<file path="src/clpws_pkg.sv">
// ----------------------------------------------------------------------------
// clpws_pkg - shared types and constants for the character LCD write sequencer
// Payload structs, job codes, register indexes and bus helper functions.
// ----------------------------------------------------------------------------
package clpws_pkg;

  localparam int WAIT_W      = 24;
  localparam int CFG_IDX_W   = 3;
  localparam int QUEUE_DEPTH = 2;

  // input op codes
  localparam logic [1:0] OP_DATA = 2'd0;
  localparam logic [1:0] OP_CMD  = 2'd1;
  localparam logic [1:0] OP_INIT = 2'd2;

  // register indexes
  localparam logic [CFG_IDX_W-1:0] REG_DATA_SETUP   = 3'd0;
  localparam logic [CFG_IDX_W-1:0] REG_ENABLE_PULSE = 3'd1;
  localparam logic [CFG_IDX_W-1:0] REG_SETTLE       = 3'd2;
  localparam logic [CFG_IDX_W-1:0] REG_POWERUP      = 3'd3;
  localparam logic [CFG_IDX_W-1:0] REG_INVERT       = 3'd4;

  // register reset values
  localparam logic [WAIT_W-1:0] RST_DATA_SETUP   = 24'd1000000;
  localparam logic [WAIT_W-1:0] RST_ENABLE_PULSE = 24'd10000;
  localparam logic [WAIT_W-1:0] RST_SETTLE       = 24'd100000;
  localparam logic [WAIT_W-1:0] RST_POWERUP      = 24'd10000000;
  localparam logic              RST_INVERT       = 1'b1;

  localparam logic [WAIT_W-1:0] WAIT_MAX = {WAIT_W{1'b1}};

  // init command bytes
  localparam logic [7:0] CMD_WAKE     = 8'h30;
  localparam logic [7:0] CMD_FUNC_SET = 8'h38;
  localparam logic [7:0] CMD_DISP_ON  = 8'h0C;
  localparam logic [7:0] CMD_DISP_BLK = 8'h0F;
  localparam logic [7:0] CMD_CLEAR    = 8'h01;
  localparam logic [7:0] CMD_ENTRY    = 8'h06;
  localparam logic [7:0] CMD_HOME     = 8'h80;

  // slot of the init command that carries the power-up wait, and the final slot
  localparam logic [2:0] INIT_SLOT_POWERUP = 3'd6;
  localparam logic [2:0] INIT_SLOT_LAST    = 3'd7;

  typedef enum logic [1:0] {
    JOB_DATA = 2'd0,
    JOB_CMD  = 2'd1,
    JOB_INIT = 2'd2
  } job_kind_t;

  typedef struct packed {
    logic [1:0] op;
    logic [7:0] byte_value;
    logic       cursor_blink;
  } in_item_t;

  typedef struct packed {
    logic              rs_level;
    logic              rw_level;
    logic              enable_level;
    logic [7:0]        data_pins;
    logic [WAIT_W-1:0] wait_cycles;
    logic              last;
  } out_item_t;

  typedef struct packed {
    job_kind_t  kind;
    logic [7:0] byte_value;
    logic       blink;
  } job_t;

  typedef struct packed {
    logic [WAIT_W-1:0] data_setup_wait;
    logic [WAIT_W-1:0] enable_pulse_wait;
    logic [WAIT_W-1:0] settle_wait;
    logic [WAIT_W-1:0] powerup_wait;
    logic              invert_outputs;
  } cfg_t;

  function automatic logic [7:0] reverse8(input logic [7:0] b);
    logic [7:0] r;
    for (int k = 0; k < 8; k++) begin
      r[7-k] = b[k];
    end
    return r;
  endfunction

  function automatic logic [7:0] init_cmd(input logic [2:0] slot, input logic blink);
    logic [7:0] c;
    case (slot)
      3'd0, 3'd1, 3'd2: c = CMD_WAKE;
      3'd3:             c = CMD_FUNC_SET;
      3'd4:             c = blink ? CMD_DISP_BLK : CMD_DISP_ON;
      3'd5:             c = CMD_CLEAR;
      3'd6:             c = CMD_ENTRY;
      3'd7:             c = CMD_HOME;
      default:          c = CMD_HOME;
    endcase
    return c;
  endfunction

endpackage

</file>
<file path="src/clpws_front.sv">
// ----------------------------------------------------------------------------
// clpws_front - input decode
// Classifies each input beat into a job and drops the unused op code.
// ----------------------------------------------------------------------------
module clpws_front (
  input  logic               in_valid,
  input  clpws_pkg::in_item_t in_data,
  input  logic               q_full,
  output logic               in_stall,
  output logic               push,
  output clpws_pkg::job_t    push_job
);

  logic op_ok;

  assign in_stall = q_full;

  always_comb begin
    op_ok           = 1'b1;
    push_job.kind   = clpws_pkg::JOB_DATA;
    case (in_data.op)
      clpws_pkg::OP_DATA: push_job.kind = clpws_pkg::JOB_DATA;
      clpws_pkg::OP_CMD:  push_job.kind = clpws_pkg::JOB_CMD;
      clpws_pkg::OP_INIT: push_job.kind = clpws_pkg::JOB_INIT;
      default:            op_ok = 1'b0;  // unused op: accepted, no results
    endcase
    push_job.byte_value = in_data.byte_value;
    push_job.blink      = in_data.cursor_blink;
  end

  assign push = in_valid & ~in_stall & op_ok;

endmodule

</file>
<file path="src/clpws_queue.sv">
// ----------------------------------------------------------------------------
// clpws_queue - short job queue
// Register FIFO between decode and the pin sequencer.
// ----------------------------------------------------------------------------
module clpws_queue #(
  parameter int DEPTH = clpws_pkg::QUEUE_DEPTH
) (
  input  logic            clk,
  input  logic            rst_n,
  input  logic            push,
  input  clpws_pkg::job_t push_job,
  input  logic            pop,
  output logic            full,
  output logic            empty,
  output clpws_pkg::job_t head
);

  localparam int PTR_W = (DEPTH > 1) ? $clog2(DEPTH) : 1;
  localparam int CNT_W = $clog2(DEPTH + 1);
  localparam logic [PTR_W-1:0] PTR_LAST = PTR_W'(DEPTH - 1);
  localparam logic [CNT_W-1:0] CNT_FULL = CNT_W'(DEPTH);

  clpws_pkg::job_t  mem_r [DEPTH];
  logic [PTR_W-1:0] wr_ptr_r, wr_ptr_nxt;
  logic [PTR_W-1:0] rd_ptr_r, rd_ptr_nxt;
  logic [CNT_W-1:0] cnt_r, cnt_nxt;

  assign full  = (cnt_r == CNT_FULL);
  assign empty = (cnt_r == '0);
  assign head  = mem_r[rd_ptr_r];

  always_comb begin
    wr_ptr_nxt = wr_ptr_r;
    rd_ptr_nxt = rd_ptr_r;
    cnt_nxt    = cnt_r;
    if (push) begin
      wr_ptr_nxt = (wr_ptr_r == PTR_LAST) ? '0 : wr_ptr_r + 1'b1;
    end
    if (pop) begin
      rd_ptr_nxt = (rd_ptr_r == PTR_LAST) ? '0 : rd_ptr_r + 1'b1;
    end
    case ({push, pop})
      2'b10:   cnt_nxt = cnt_r + 1'b1;
      2'b01:   cnt_nxt = cnt_r - 1'b1;
      default: cnt_nxt = cnt_r;
    endcase
  end

  always_ff @(posedge clk) begin
    if (!rst_n) begin
      wr_ptr_r <= '0;
      rd_ptr_r <= '0;
      cnt_r    <= '0;
    end else begin
      wr_ptr_r <= wr_ptr_nxt;
      rd_ptr_r <= rd_ptr_nxt;
      cnt_r    <= cnt_nxt;
    end
  end

  always_ff @(posedge clk) begin
    if (push) begin
      mem_r[wr_ptr_r] <= push_job;
    end
  end

endmodule

</file>
<file path="src/clpws_back.sv">
// ----------------------------------------------------------------------------
// clpws_back - pin sequencer
// Steps through the pin snapshots of one job, one beat per cycle while the
// output is not stalled, into an output register.
// ----------------------------------------------------------------------------
module clpws_back (
  input  logic                clk,
  input  logic                rst_n,
  input  clpws_pkg::cfg_t     cfg,
  input  logic                q_empty,
  input  clpws_pkg::job_t     q_head,
  output logic                pop,
  output logic                out_valid,
  input  logic                out_stall,
  output clpws_pkg::out_item_t out_data
);

  typedef enum logic [5:0] {
    ST_IDLE   = 6'b000001,
    ST_PRE_RW = 6'b000010,
    ST_PRE_E  = 6'b000100,
    ST_SETUP  = 6'b001000,
    ST_HIGH   = 6'b010000,
    ST_LOW    = 6'b100000
  } st_t;

  st_t             st_r, st_nxt;
  clpws_pkg::job_t job_r, job_nxt;
  logic [2:0]      slot_r, slot_nxt;
  logic            rs_r, rs_nxt;      // logical RS level, persists across jobs
  logic [7:0]      bus_r, bus_nxt;    // logical data pins, persists across jobs
  logic            out_valid_r, out_valid_nxt;
  clpws_pkg::out_item_t out_r, out_nxt;

  logic            is_init;
  logic            advance;
  logic            emit;
  logic            beat_last;
  logic            beat_e;
  logic            beat_rs;
  logic [7:0]      beat_bus;
  logic [7:0]      cur_byte;
  logic [clpws_pkg::WAIT_W-1:0] beat_wait;
  logic [clpws_pkg::WAIT_W:0]   wait_sum;

  assign is_init   = (job_r.kind == clpws_pkg::JOB_INIT);
  assign advance   = ~out_valid_r | ~out_stall;
  assign emit      = advance & (st_r != ST_IDLE);
  assign beat_last = (st_r == ST_LOW) & (~is_init | (slot_r == clpws_pkg::INIT_SLOT_LAST));
  assign pop       = ~q_empty & ((st_r == ST_IDLE) | (emit & beat_last));
  assign cur_byte  = is_init ? clpws_pkg::init_cmd(slot_r, job_r.blink) : job_r.byte_value;
  assign wait_sum  = {1'b0, cfg.settle_wait} + {1'b0, cfg.powerup_wait};

  always_comb begin
    beat_rs   = rs_r;
    beat_bus  = bus_r;
    beat_e    = 1'b0;
    beat_wait = '0;
    case (st_r)
      ST_PRE_RW, ST_PRE_E: beat_wait = '0;
      ST_SETUP: begin
        beat_rs   = (job_r.kind == clpws_pkg::JOB_DATA);
        beat_bus  = clpws_pkg::reverse8(cur_byte);
        beat_wait = beat_rs ? cfg.data_setup_wait : '0;
      end
      ST_HIGH: begin
        beat_e    = 1'b1;
        beat_wait = cfg.enable_pulse_wait;
      end
      ST_LOW: begin
        if (is_init && slot_r == clpws_pkg::INIT_SLOT_POWERUP) begin
          // entry-mode command carries the power-up hold, saturating
          beat_wait = wait_sum[clpws_pkg::WAIT_W] ? clpws_pkg::WAIT_MAX
                                                  : wait_sum[clpws_pkg::WAIT_W-1:0];
        end else begin
          beat_wait = cfg.settle_wait;
        end
      end
      default: beat_wait = '0;
    endcase
  end

  always_comb begin
    st_nxt        = st_r;
    job_nxt       = job_r;
    slot_nxt      = slot_r;
    rs_nxt        = rs_r;
    bus_nxt       = bus_r;
    out_valid_nxt = out_valid_r;
    out_nxt       = out_r;

    if (advance) begin
      out_valid_nxt = emit;
    end

    if (emit) begin
      rs_nxt                = beat_rs;
      bus_nxt               = beat_bus;
      out_nxt.rs_level      = beat_rs ^ cfg.invert_outputs;
      out_nxt.rw_level      = cfg.invert_outputs;
      out_nxt.enable_level  = beat_e ^ cfg.invert_outputs;
      out_nxt.data_pins     = beat_bus ^ {8{cfg.invert_outputs}};
      out_nxt.wait_cycles   = beat_wait;
      out_nxt.last          = beat_last;
      case (st_r)
        ST_PRE_RW: st_nxt = ST_PRE_E;
        ST_PRE_E:  st_nxt = ST_SETUP;
        ST_SETUP:  st_nxt = ST_HIGH;
        ST_HIGH:   st_nxt = ST_LOW;
        ST_LOW: begin
          st_nxt   = beat_last ? ST_IDLE : ST_SETUP;
          slot_nxt = slot_r + 1'b1;
        end
        default:   st_nxt = ST_IDLE;
      endcase
    end

    if (pop) begin
      job_nxt  = q_head;
      slot_nxt = '0;
      st_nxt   = (q_head.kind == clpws_pkg::JOB_INIT) ? ST_PRE_RW : ST_SETUP;
    end
  end

  always_ff @(posedge clk) begin
    if (!rst_n) begin
      st_r        <= ST_IDLE;
      slot_r      <= '0;
      rs_r        <= 1'b0;
      bus_r       <= '0;
      out_valid_r <= 1'b0;
    end else begin
      st_r        <= st_nxt;
      slot_r      <= slot_nxt;
      rs_r        <= rs_nxt;
      bus_r       <= bus_nxt;
      out_valid_r <= out_valid_nxt;
    end
  end

  always_ff @(posedge clk) begin
    job_r <= job_nxt;
    out_r <= out_nxt;
  end

  assign out_valid = out_valid_r;
  assign out_data  = out_r;

endmodule

</file>
<file path="src/char_lcd_parallel_write_sequencer_top.sv">
// ----------------------------------------------------------------------------
// char_lcd_parallel_write_sequencer_top - character LCD 8-bit bus sequencer
// Turns data/command/init requests into timed snapshots of the LCD pins.
// ----------------------------------------------------------------------------
// Usage:
//   in_*   : one beat per request (data write, command write, initialise).
//            in_stall rises only when the job queue is full.
//   out_*  : one beat per pin snapshot, with the cycles to hold it; last
//            marks the final snapshot of a request.
//   cfg_*  : register writes, always taken (cfg_ready is tied high); write
//            only while the block is idle.
// Path: a request is queued, then popped, then its first snapshot registered.
// Throughput: one snapshot per cycle unless the output stalls. A write
//   is the setup, enable-high and enable-low snapshots; an init is two
//   lead snapshots, then those three for each of its eight commands.
//   Jobs run back to back with no gap while the queue holds the next one.
// Reset: queue empty, output empty, logical pin levels low, registers at
//   their documented defaults.
// Receiver stall: the output register holds its beat; the sequencer pauses,
//   the queue fills, then in_stall rises. Nothing is dropped.
// ----------------------------------------------------------------------------
module char_lcd_parallel_write_sequencer_top #(
  parameter int QUEUE_DEPTH = clpws_pkg::QUEUE_DEPTH
) (
  input  logic                                  clk,
  input  logic                                  rst_n,
  input  logic                                  in_valid,
  output logic                                  in_stall,
  input  clpws_pkg::in_item_t                   in_data,
  output logic                                  out_valid,
  input  logic                                  out_stall,
  output clpws_pkg::out_item_t                  out_data,
  input  logic                                  cfg_valid,
  output logic                                  cfg_ready,
  input  logic [clpws_pkg::CFG_IDX_W-1:0]       cfg_index,
  input  logic [clpws_pkg::WAIT_W-1:0]          cfg_data
);

  clpws_pkg::cfg_t cfg_r, cfg_nxt;
  clpws_pkg::job_t push_job;
  clpws_pkg::job_t q_head;
  logic            push;
  logic            pop;
  logic            q_full;
  logic            q_empty;

  assign cfg_ready = 1'b1;

  // register file, written beat by beat; unknown indexes are ignored
  always_comb begin
    cfg_nxt = cfg_r;
    if (cfg_valid && cfg_ready) begin
      case (cfg_index)
        clpws_pkg::REG_DATA_SETUP:   cfg_nxt.data_setup_wait   = cfg_data;
        clpws_pkg::REG_ENABLE_PULSE: cfg_nxt.enable_pulse_wait = cfg_data;
        clpws_pkg::REG_SETTLE:       cfg_nxt.settle_wait       = cfg_data;
        clpws_pkg::REG_POWERUP:      cfg_nxt.powerup_wait      = cfg_data;
        clpws_pkg::REG_INVERT:       cfg_nxt.invert_outputs    = cfg_data[0];
        default:                     cfg_nxt = cfg_r;
      endcase
    end
  end

  always_ff @(posedge clk) begin
    if (!rst_n) begin
      cfg_r.data_setup_wait   <= clpws_pkg::RST_DATA_SETUP;
      cfg_r.enable_pulse_wait <= clpws_pkg::RST_ENABLE_PULSE;
      cfg_r.settle_wait       <= clpws_pkg::RST_SETTLE;
      cfg_r.powerup_wait      <= clpws_pkg::RST_POWERUP;
      cfg_r.invert_outputs    <= clpws_pkg::RST_INVERT;
    end else begin
      cfg_r <= cfg_nxt;
    end
  end

  // front: decode and push
  clpws_front u_front (
    .in_valid (in_valid),
    .in_data  (in_data),
    .q_full   (q_full),
    .in_stall (in_stall),
    .push     (push),
    .push_job (push_job)
  );

  // queue between decode and sequencer
  clpws_queue #(
    .DEPTH (QUEUE_DEPTH)
  ) u_queue (
    .clk      (clk),
    .rst_n    (rst_n),
    .push     (push),
    .push_job (push_job),
    .pop      (pop),
    .full     (q_full),
    .empty    (q_empty),
    .head     (q_head)
  );

  // back: pin snapshot sequencer with output register
  clpws_back u_back (
    .clk       (clk),
    .rst_n     (rst_n),
    .cfg       (cfg_r),
    .q_empty   (q_empty),
    .q_head    (q_head),
    .pop       (pop),
    .out_valid (out_valid),
    .out_stall (out_stall),
    .out_data  (out_data)
  );

endmodule
</file>
<file path="config.mk">
export PLATFORM = sky130hd
export DESIGN_NAME = char_lcd_parallel_write_sequencer_top
export DESIGN_NICKNAME = d
export VERILOG_FILES = /design/src/clpws_pkg.sv /design/src/clpws_front.sv /design/src/clpws_queue.sv /design/src/clpws_back.sv /design/src/char_lcd_parallel_write_sequencer_top.sv
export SDC_FILE = /design/constraint.sdc
export NUM_CORES = 1
export LEC_CHECK = 0
export BUFFER_PORTS_ARGS = -buffer_cell sky130_fd_sc_hd__buf_4
export CAP_MARGIN = 20
export CORE_UTILIZATION = 39
export DETAILED_ROUTE_END_ITERATION = 8
export GPL_TIMING_DRIVEN = 0
export SLEW_MARGIN = 40
export SYNTH_ARGS = -nofsm -noshare
export SYNTH_HDL_FRONTEND = slang
export SYNTH_SLANG_ARGS = --single-unit
</file>
<file path="constraint.sdc">
create_clock -name clk -period 3.7 [get_ports clk]
set_input_delay 0.74 -clock clk [delete_from_list [all_inputs] [get_ports clk]]
set_output_delay 0.74 -clock clk [all_outputs]
set_load 0.02 [all_outputs]
</file>
# After elaboration in Yosys (flattened, before gate mapping)
# Memories as Yosys holds them, arrays and structs flattened. A register that Yosys moved wholly into a read port is not among the register bits.
# Index checks and enable logic that the tools add are counted.
[classes] n_mux=24 reduce_logical=17 n_bitwise=18 add_sub_neg=6 n_eq_ne=25
[op_table] op="two-way mux 24 bit" count=3
[op_table] op="one-hot mux 24 bit (3 select lines)" count=1
[op_table] op="one-hot mux 8 bit (6 select lines)" count=1
[op_table] op="one-hot mux 6 bit (5 select lines)" count=1
[op_table] op="adder 24 x 24 -> 25 bit" count=1
[op_table] op="two-way mux 8 bit" count=2
[op_table] op="equality test 3 bit, second input constant" count=5
[op_table] op="equality test 3 x 2 -> 1 bit, second input constant" count=4
[op_table] op="two-way mux 6 bit" count=2
[op_table] op="AND reduction 2 bit" count=6
[op_table] op="equality test 2 bit, second input constant" count=5
[op_table] op="two-way mux 1 bit" count=9
[op_table] op="two-way mux 4 bit" count=2
[op_table] op="one-hot mux 2 bit (2 select lines)" count=2
[op_table] op="XOR 8 bit" count=1
[op_table] op="AND 1 bit" count=6
[op_table] op="equality test 3 x 1 -> 1 bit, second input constant" count=2
[op_table] op="equality test 6 x 1 -> 1 bit, second input constant" count=1
[op_table] op="equality test 6 x 2 -> 1 bit, second input constant" count=1
[op_table] op="equality test 6 x 3 -> 1 bit, second input constant" count=1
[op_table] op="equality test 6 x 4 -> 1 bit, second input constant" count=1
[op_table] op="equality test 6 x 5 -> 1 bit, second input constant" count=1
[op_table] op="equality test 6 bit, second input constant" count=1
[op_table] op="logical NOT 2 bit" count=3
[op_table] op="15 further kinds" count=28
[totals] word_cells=113 mem_count=1 reg_bits=167 ram_bits=22
[memory_table] memory="u_queue.mem_r" words=2 word_bits=11 read_ports=1 rd_clocked_by_memory_dff=1 write_ports=1 line_no="clpws_queue.sv:23" rtl="clpws_pkg::job_t mem_r [DEPTH];"

# Depth between registers and ports, before layout
# Gate-level depths: netlist of run 1.
[logic_depth] word_depth=9 mapped_depth=11

# By module
# A second synthesis of run 1 with hierarchy kept.
[hier_totals] hier_cells=938 hier_area_um2=9517.9
[modules_own_cells] module="clpws_back" cells_each=499 n_inst=1 seq_area_each_um2=1791.7 area_per_inst_um2=4619.4
[modules_own_cells] module="char_lcd_parallel_write_sequencer_top" cells_each=369 n_inst=1 seq_area_each_um2=1941.9 area_per_inst_um2=3786.1
[modules_own_cells] module="clpws_queue" cells_each=56 n_inst=1 seq_area_each_um2=760.7 area_per_inst_um2=1006.0
[modules_own_cells] module="clpws_front" cells_each=14 n_inst=1 seq_area_each_um2=0.0 area_per_inst_um2=106.4

# Worst setup path after synthesis of run 1
# No wires, ideal clock.
[synth_timing] path_kind="register to register" start="register u_back.st_r[3]" end="register u_queue.cnt_r[1]" t_arrival_ns=2.787 required_time_ns=3.624 path_stages_with_launch=11 n_path_buf=1 period_less_slack_ns=2.862 path_slack_ns=0.838 cell_sequence="dfxtp_1 buf_2 or4_4 nor3b_2 o21ai_1 a21oi_1 o22ai_1 inv_1 ha_1 or3_1 a21boi_0"
[synth_between] elab_chain_cells=7
[synth_rtl] element="start: declaration" line_no="clpws_back.sv:27" rtl="st_t st_r, st_nxt;"
[synth_rtl] element="start signal: assignment" line_no="clpws_back.sv:133" rtl="st_r <= st_nxt;"
[synth_rtl] element="inequality test 6 x 1 -> 1 bit or equality test 6 bit (tied branches)" line_no="clpws_back.sv:48, clpws_back.sv:49"
[synth_rtl] element="AND 1 bit, on equally long branches" line_no="clpws_back.sv:48, clpws_back.sv:49"
[synth_rtl] element="AND 1 bit" line_no="clpws_back.sv:50" rtl="assign pop = ~q_empty & ((st_r == ST_IDLE) | (emit & beat_last));"
[synth_rtl] element="OR 1 bit *" line_no="clpws_back.sv:50"
[synth_rtl] element="AND 1 bit *" line_no="clpws_back.sv:50"
[synth_rtl] element="net pop" line_no="char_lcd_parallel_write_sequencer_top.sv:43" rtl="logic pop;"
[synth_rtl] element="equality test 2 x 1 -> 1 bit or equality test 2 bit (tied branches)" line_no="clpws_queue.sv:42" rtl="case ({push, pop})"
[synth_rtl] element="one-hot mux 2 bit (2 select lines) or nonzero test 2 bit (tied branches)"
[synth_rtl] element="end signal: assignment" line_no="clpws_queue.sv:57" rtl="cnt_r <= cnt_nxt;"
[synth_rtl] element="end: declaration" line_no="clpws_queue.sv:26" rtl="logic [CNT_W-1:0] cnt_r, cnt_nxt;"
# Mark *: on every way through the listed nets, which the timed path passes. The rest lies on a longest branch.
# A chain may end at the register's enable or synchronous reset.

# Worst setup path after layout of run 1
# Same ends and word-level chain as after synthesis.

==> impl_metrics.yaml, run 1 <==
setup_path:
  cp_cell_sequence: "buf_2 > or4_4 > nor3b_4 > o21ai_1 > a21oi_1 > o22ai_1 > inv_1 > ha_1 > or3_1 > a21boi_0"
  arrival_ns: 3.81
  cp.buffers_inverters: 2
  required_ns: 4.08
  cp_num_cells: 10
  cpPeakStageDelay_ns: 0.53
  rr_worst_depth: 10
  cp_top_family: "simple AND/OR/NAND/NOR gates"
  cp_max_fo: 14
  crit_start: "u_back.st_r[3]"
  slowest_stage: "or4_4"
  startpoint_type: "register"
  crit_type: "register to register"
  crit_path_end_kind: "register"
  r2r-start: "u_back.st_r[3]"
floorplan:
  die_w_um: 154.3
  die_height_um: 154.3
  core_area_mm2: 0.02271
  fp.dieArea_mm2: 0.02381
  start_util: 0.3985
  std_cell_rows: 55
  num_io_pins: 82
sta:
  tns_ns: 0
  setup_viol: 0
  max-slew-margin-rel: 0.4528
  period_needed_ns: 3.438
  fmax_ghz: 0.2909
  slew_violations: 0
  worst_slew_pin_slew_ns: 0.8207
  clock_skew_ns: 0.01211
  worst_hold_slack_ns: 0.4673
  rsz0062_at_grt: "no"
  hold_viol_final: 0
  fin_crit_sh: 0.9292
drt:
  dr.pass1.iters: 5
  drc: 0
  drt_iter0_drc: 576
  drtAntennaViolNets: 0
  wl_um: 25510
  via_per_inst: 5.452
  vias: 7459
  wl_per_cell_um: 18.65
cts:
  clk_pin_slew_ns: 0.09
  root_buffer: "clkbuf_16"
  insertion_delay_ns: 0.45
  numClockSinks: 190
  cts_tree: "built"
  cts_max_path_buffers: 2
  cts_hold_buffers: 0
  htree_levels: 4
  cts_buffers: 17
yosys:
  synth_top_family_by_area: "simple AND/OR/NAND/NOR gates"
  synth_area_per_cell_um2: 9.319
  synth_edf_count: 69
  synth_nets: 1046
  synth_area_mm2: 0.009049
  synth-main-ff-cell: "dfxtp_1"
  ys_warn_count: 0
  synthAdderAreaFrac: 0.04508
  synth_top_area_frac: 0.2677
  yosysTopAreaCell: "dfxtp_1"
  ys_seq_area_frac: 0.4967
  synth_simple_gate_area_frac: 0.1899
  ys_ff_latch: 190
  synth.area.mux_share: 0.02033
  ys_async_sr_fraction: 0
  ys_top_cells_by_area: "dfxtp_1 27%, edfxtp_1 23%, nand2_1 10%"
  synth.distinct_cells: 63
  syn_inst: 971
  synthXorXnorAreaFrac: 0.03097
  synth_compound_area_frac: 0.1846
power_and_ir_drop:
  irDropWorstVdd_mv: 0.3319
  power_leakage_uw: 0.004019
  finalPower_uw: 5964
  p_per_area_mw_per_mm2: 558.9
placement:
  io_buffers: 79
  hpwlAfterDp_um: 17960
  gp_congestion: 0.8737
hold_path:
  worstHoldStart: "cfg_r[93]"
  hold_depth: 2
  hold_class: "register to register"
global_routing:
  grt_start_max_net_pins: 32
  grt-ovfl-total: 0
  grt_pass1_vias: 7028
  grt_pass1_wl_um: 39460
  grt_usage: 0.2198
  antenna_found_initial: 0
run_status:
  outcome: "finished clean"
layout:
  layout.nets: 1145
  layout_common_cells: "248 x nand2_1, 121 x dfxtp_1, 82 x buf_4"
  final_common_cell: "nand2_1"
  utilization: 0.4699
  drive_gt1_frac: 0.1404
  antenna_cells: 0
  syn2layout_area_growth_pct: 17.93
job:
  max_cap_viol_count: 0
[worst reg2reg max path: cells and delay by family, from the launching register on]
family	cells	cell delay, ns
AO/OA/AOI/OAI	4	0.73
adder cells (fa/ha/maj)	1	0.37
buffers and inverters	2	0.64
flip-flops	1	0.30
AND/OR/NAND/NOR	3	1.33
[cell usage after synthesis, drive strengths merged, types with 4 or more instances]
master,instances
nor2,27
and2,10
mux2i,6
inv,11
buf,9
o211ai,9
o221a,4
o221ai,17
a21boi,75
o21ai,42
a21o,7
mux2,11
xnor2,20
nor3,6
ha,31
edfxtp,69
and3,6
nand2,248
nor2b,9
nand3,46
a22oi,26
a21oi,42
clkbuf,51
xor2,12
nor3b,5
nand2b,7
dfxtp,121
or3,6
nand4,4
[final timing paths]
| path | endpoint | slack (ns) |
|---|---|---|
| setup / recovery | u_queue.cnt_r[1] | 0.26 |
| hold / removal | cfg_r[93] | 0.47 |
| setup reg to reg | u_queue.cnt_r[1] | 0.26 |
| hold reg to reg | cfg_r[93] | 0.47 |
[per-layer routing]
layer,global-route usage,vias to the layer above,share of wire
met5,0,-,0
met4,0.08628,0,0.026
met3,0.03026,40,0.059
met2,0.3385,241,0.45
met1,0.3118,3540,0.47
li1,-,3638,-
[cell type report]
type                       count  area (um^2)
buffer                        60        249.0
inverter                      11        43.79
multi-input combinational    710         4275
tap                          285        356.6
clock inverter                15        214.0
timing repair buffer          80        613.1
clock buffer                  17        425.4
fill                        2226        12040
sequential                   190         4494
[where the power goes]
| part | total (uW) | internal (uW) | leakage (uW) | switching (uW) |
|---|---|---|---|---|
| Combinational | 1340 | 503 | 0.00210 | 834 |
| Clock | 1970 | 952 | 0.000308 | 1010 |
| Sequential | 2660 | 2550 | 0.00161 | 116 |
| Total | 5960 | 4000 | 0.00402 | 1960 |
[kinds of logic (layout without fill, tap and decap cells)]
logic type | after synthesis | after routing
AOI/OAI and AO/OA | 244 | 244
other | 1 | 1
adders and majority gates | 32 | 32
DFF | 190 | 190
buffers and inverters | 71 | 183
and+or+nand+nor | 384 | 384
muxes | 17 | 17
xor gates and xnor gates | 32 | 32
[state kept, by name (all words and copies together) (netlist names), named ones only]
register	cells
u_back.job_r	11
cfg_r	97
u_back.bus_r	8
u_queue.rd_ptr_r	1
u_back.rs_r	1
u_queue.cnt_r	2
u_back.st_r	6
u_back.slot_r	3
u_queue.mem_r	22
u_back.out_data	36
u_queue.wr_ptr_r	1
u_back.out_valid	1
[timing repair]
action	in CTS	in global routing
endpoints found under the setup margin	0	1
endpoints found under the hold margin	0	0
gates resized for setup	0	1
buffers inserted	0	0
[through the flow]
stage	setup slack [ns]	std cells	instance area [um^2]
after floorplan	0.8376	971	9049
after global placement	0.08315	1335	9998
after detailed placement	0.08503	1336	10030
after CTS	0.06889	1368	10670
after global routing	0.02541	1368	10670
final	0.2621	1368	10670
Note: power is estimated with default switching activity, not from simulation.
==> run 2: changes to the inputs <==
GPL_TIMING_DRIVEN = unset   (was 0)
SKIP_CTS_REPAIR_TIMING = 1   (was unset)
==> run 2 against run 1 <==
Clock-buffer cell count unchanged. Sequential power rose by 3%. Sequential share of layout area increased by 0.62 points. Hold slack got worse by 0.0038 ns. First-iteration DRC count decreased by 12%. Global-route usage fell by 2.5 points. Sequential cell count is the same. Highest routed layer unchanged.
==> impl_metrics.yaml, run 2 (same netlist as run 1, synthesis figures left out) <==
drt:
  drc: 0
  via_per_inst: 5.323
  dr.pass1.iters: 6
  wl_um: 22360
  vias: 7064
  drtAntennaViolNets: 0
  drt_iter0_drc: 509
  wl_per_cell_um: 16.85
layout:
  final_common_cell: "nand2_1"
  seq_area_mm2: 0.004494
  multi_input_comb_area_mm2: 0.004280
  antenna_cells: 0
  drive_gt1_frac: 0.1583
  layout_common_cells: "248 x nand2_1, 121 x dfxtp_1, 99 x buf_4"
  top_register: "cfg_r"
  utilization: 0.4631
  syn2layout_area_growth_pct: 16.23
  largest_reg_flops: 97
  layout.nets: 1104
  fillerInstances: 2164
power_and_ir_drop:
  power_leakage_uw: 0.003997
  irDropWorstVdd_mv: 0.3205
  finalPower_uw: 5862
  p_per_area_mw_per_mm2: 557.3
floorplan:
  die_w_um: 154.3
  die_height_um: 154.3
  start_util: 0.3985
  fp.dieArea_mm2: 0.02381
  core_area_mm2: 0.02271
  num_io_pins: 82
  std_cell_rows: 55
run_status:
  outcome: "finished clean"
setup_path:
  arrival_ns: 3.05
  startpoint_type: "register"
  r2r-start: "cfg_r[25]"
  cp_max_fo: 23
  required_ns: 3.88
  crit_start: "cfg_r[25]"
  crit_path_end_kind: "register"
  crit_type: "register to register"
global_routing:
  antenna_found_initial: 0
  grt_start_max_net_pins: 55
  grt_pass1_vias: 6877
  grt-ovfl-total: 0
  grt_usage: 0.1949
  grt_pass1_wl_um: 36770
placement:
  hpwlAfterDp_um: 15030
  gp_congestion: 0.8851
  io_buffers: 80
sta:
  slew_violations: 0
  fmax_ghz: 0.3484
  max-slew-margin-rel: 0.5090
  tns_ns: 0
  rsz0062_at_grt: "no"
  worst_hold_slack_ns: 0.4634
  hold_viol_final: 0
  worst_slew_pin_slew_ns: 0.7354
  setup_viol: 0
  clock_skew_ns: 0.008753
  fin_crit_sh: 0.7757
  period_needed_ns: 2.870
hold_path:
  worstHoldStart: "cfg_r[85]"
  hold_class: "register to register"
cts:
  clk_pin_slew_ns: 0.08
  cts_max_path_buffers: 2
  cts_buffers: 17
  htree_levels: 4
  root_buffer: "clkbuf_16"
  numClockSinks: 190
  cts_tree: "built"
  insertion_delay_ns: 0.44
job:
  max_cap_viol_count: 0
## run 2: cell count changes in the layout (fill, tap and decap cells not counted), moves of 2 or more
cell,change
buf_2,-4
clkinv_8,-3
nor2_1,-2
inv_12,-3
buf_4,+17
clkinv_4,+2
clkbuf_1,-51
nor2_2,+2
inv_8,+3
## run 2: worst max-delay path, cell delays in order, from the launching register on
cell and delay [ns]:
dfxtp_1 0.33, ha_1 0.23, fa_1 0.43, a211oi_1 0.30, o211ai_1 0.17, nand4_1 0.17, o22ai_1 0.13, a31o_2 0.48
o21ba_2 0.32, o21ai_0 0.06
## run 2: report_power, final
group	total (uW)	internal [uW]	switching [uW]
sequential	2730	2550	182
combinational	1260	480	783
clock	1860	926	937
## run 2: per-stage QoR
step           setup WS [ns]  cells  instance area (um^2)
6_report              0.8301   1327                 10520
5_1_grt               0.6297   1327                 10520
4_1_cts               0.8278   1327                 10520
3_5_place_dp          0.8242   1295                  9916
3_3_place_gp          0.8708   1295                  9911
2_1_floorplan         0.8376    971                  9049
## run 2: worst paths after layout
kind	endpoint	slack [ns]	depth (start not counted)
hold reg to reg	cfg_r[85]	0.46	2
setup / recovery	u_back.out_data[24]	0.83	9
hold / removal	cfg_r[85]	0.46	2
setup reg to reg	u_back.out_data[24]	0.83	9
## run 2: layout make-up
type,count,area share
Clock buffer,17,0.04045
Multi-Input combinational cell,710,0.4070
Clock inverter,15,0.01677
Sequential cell,190,0.4273
Inverter,11,0.003926
Tap cell,285,0.03390
Timing Repair Buffer,99,0.07066
## run 2: per-layer routing
layer | vias up | global-route usage | wire length, um
li1 | 3540 | - | -
met1 | 3368 | 0.2733 | 11140
met2 | 140 | 0.3119 | 10130
met3 | 16 | 0.03670 | 900
met4 | 0 | 0.04338 | 182
met5 | - | 0 | 0
==> run 3: changes to the inputs <==
clock period = 3 ns   (was 3.7 ns; I/O delays follow)
==> run 3 against run 2 <==
Non-clock buffer count increased by 6. Clock power up 24%. Clock-buffer cell count stayed put. Cell area is 0.46% higher. Register-to-register slack got worse by 0.62 ns. Die area unchanged. Critical path type unchanged. First-iteration DRC count grew 5.5%.
==> impl_metrics.yaml, run 3 (same netlist as run 1, synthesis figures left out) <==
layout:
  largest_reg_flops: 97
  fillerInstances: 2173
  final_common_cell: "nand2_1"
  syn2layout_area_growth_pct: 16.77
  layout.nets: 1110
  drive_gt1_frac: 0.1613
  top_register: "cfg_r"
  layout_common_cells: "248 x nand2_1, 121 x dfxtp_1, 105 x buf_4"
  antenna_cells: 0
global_routing:
  grt_pass1_vias: 6930
  grt-ovfl-total: 0
  grt_pass1_wl_um: 36890
  antenna_found_initial: 0
  grt_start_max_net_pins: 57
  grt_usage: 0.1956
floorplan:
  num_io_pins: 82
  die_height_um: 154.3
  start_util: 0.3985
  fp.dieArea_mm2: 0.02381
  std_cell_rows: 55
  core_area_mm2: 0.02271
  die_w_um: 154.3
sta:
  slew_violations: 0
  period_needed_ns: 2.791
  timing.final.ws_setup_ns: 0.2092
  hold_viol_final: 0
  fin_crit_sh: 0.9303
  worst_slew_pin_slew_ns: 0.7933
  clock_skew_ns: 0.01277
  rsz0062_at_grt: "no"
  setup_viol: 0
  fmax_ghz: 0.3583
  max-slew-margin-rel: 0.4704
  tns_ns: 0
setup_path:
  crit_start: "cfg_r[25]"
  required_ns: 3.19
  cp_max_fo: 23
  rrSetupSlack_ns: 0.21
  r2r-start: "cfg_r[25]"
  startpoint_type: "register"
  rr_worst_depth: 9
  crit_path_end_kind: "register"
  arrival_ns: 2.98
  crit_type: "register to register"
  worstReg2RegEnd: "u_back.out_data[23]"
drt:
  drc: 0
  drt_iter0_drc: 537
  wl_per_cell_um: 16.60
  dr.pass1.iters: 5
  wl_um: 22130
  via_per_inst: 5.389
  vias: 7184
  drtAntennaViolNets: 0
power_and_ir_drop:
  power_leakage_uw: 0.004030
  p_per_area_mw_per_mm2: 684.9
  irDropWorstVdd_mv: 0.4544
job:
  max_cap_viol_count: 0
cts:
  insertion_delay_ns: 0.45
  numClockSinks: 190
  htree_levels: 4
  cts_max_path_buffers: 2
  cts_tree: "built"
  cts_buffers: 17
  root_buffer: "clkbuf_16"
  clk_pin_slew_ns: 0.08
hold_path:
  hold_class: "input port to register"
  whs_endpoint: "u_queue.mem_r[1][7]"
  worstHoldStart: "in_data[7]"
  hold_depth: 1
placement:
  place_ws_ns: 0.1193
  hpwlAfterDp_um: 14820
  io_buffers: 80
  gp_congestion: 0.9166
run_status:
  outcome: "finished clean"
## run 3: cell count changes in the layout (fill, tap and decap cells not counted)
cell      change
clkinv_8      +2
nor2_2        -2
a31o_4        +1
buf_4         +6
inv_12        -2
a31o_2        -1
nor2_1        +2
## run 3: metal layers
metal  routed length, um  GRT usage  part of all wire  vias up
met5                   0          0                 0        -
met4                 197    0.04998            0.0089        0
met3                1013    0.03811             0.046       13
met2                9933     0.3045              0.45      177
met1               10980     0.2778              0.50     3437
li1                    -          -                 -     3557
## run 3: worst max path at each step
stage,endpoint,slack [ns],depth (start not counted)
after floorplan,u_queue.cnt_r[1],0.14,10
final,u_back.out_data[23],0.21,9
after global routing,u_back.out_data[23],0.01,9
after global placement,u_back.out_data[24],0.21,9
after CTS,u_back.out_data[23],0.11,9
after detailed placement,u_back.out_data[23],0.12,9
## run 3: power breakdown
part	total, uW	switching, uW	internal, uW
Sequential	3350	201	3150
Clock	2300	1170	1130
Combinational	1590	976	613
## run 3: critical path, stage by stage (launching register included)
cell and delay, ns:
dfxtp_1 0.33, ha_1 0.22, fa_1 0.42, a211oi_1 0.30, o211ai_1 0.17, nand4_1 0.18, o22ai_1 0.15, a31o_4 0.38
nor3b_1 0.27, o21ai_0 0.11
## run 3: layout make-up
type | instances | area, um^2 | area share
flip-flops and latches | 190 | 4494 | 0.4253
multi-input cells | 710 | 4284 | 0.4054
repair buffers | 105 | 788.3 | 0.07460
clock buffers | 17 | 425.4 | 0.04026
well taps | 285 | 356.6 | 0.03375
clock inverters | 15 | 176.4 | 0.01670
inverters | 11 | 41.29 | 0.003908
## run 3: metrics by stage
stage | area (um^2) | total power, uW | std cells | hold slack, ns | util
floorplan | 9049 | 4310 | 971 | 0.4412 | -
global placement | 9956 | 5000 | 1301 | 0.4496 | 0.4384
detailed placement | 9956 | 5008 | 1301 | 0.4563 | 0.4384
CTS | 10560 | 7297 | 1333 | 0.3180 | 0.4649
global route | 10570 | 7575 | 1333 | 0.3053 | 0.4653
finish | 10570 | 7237 | 1333 | 0.3300 | 0.4653
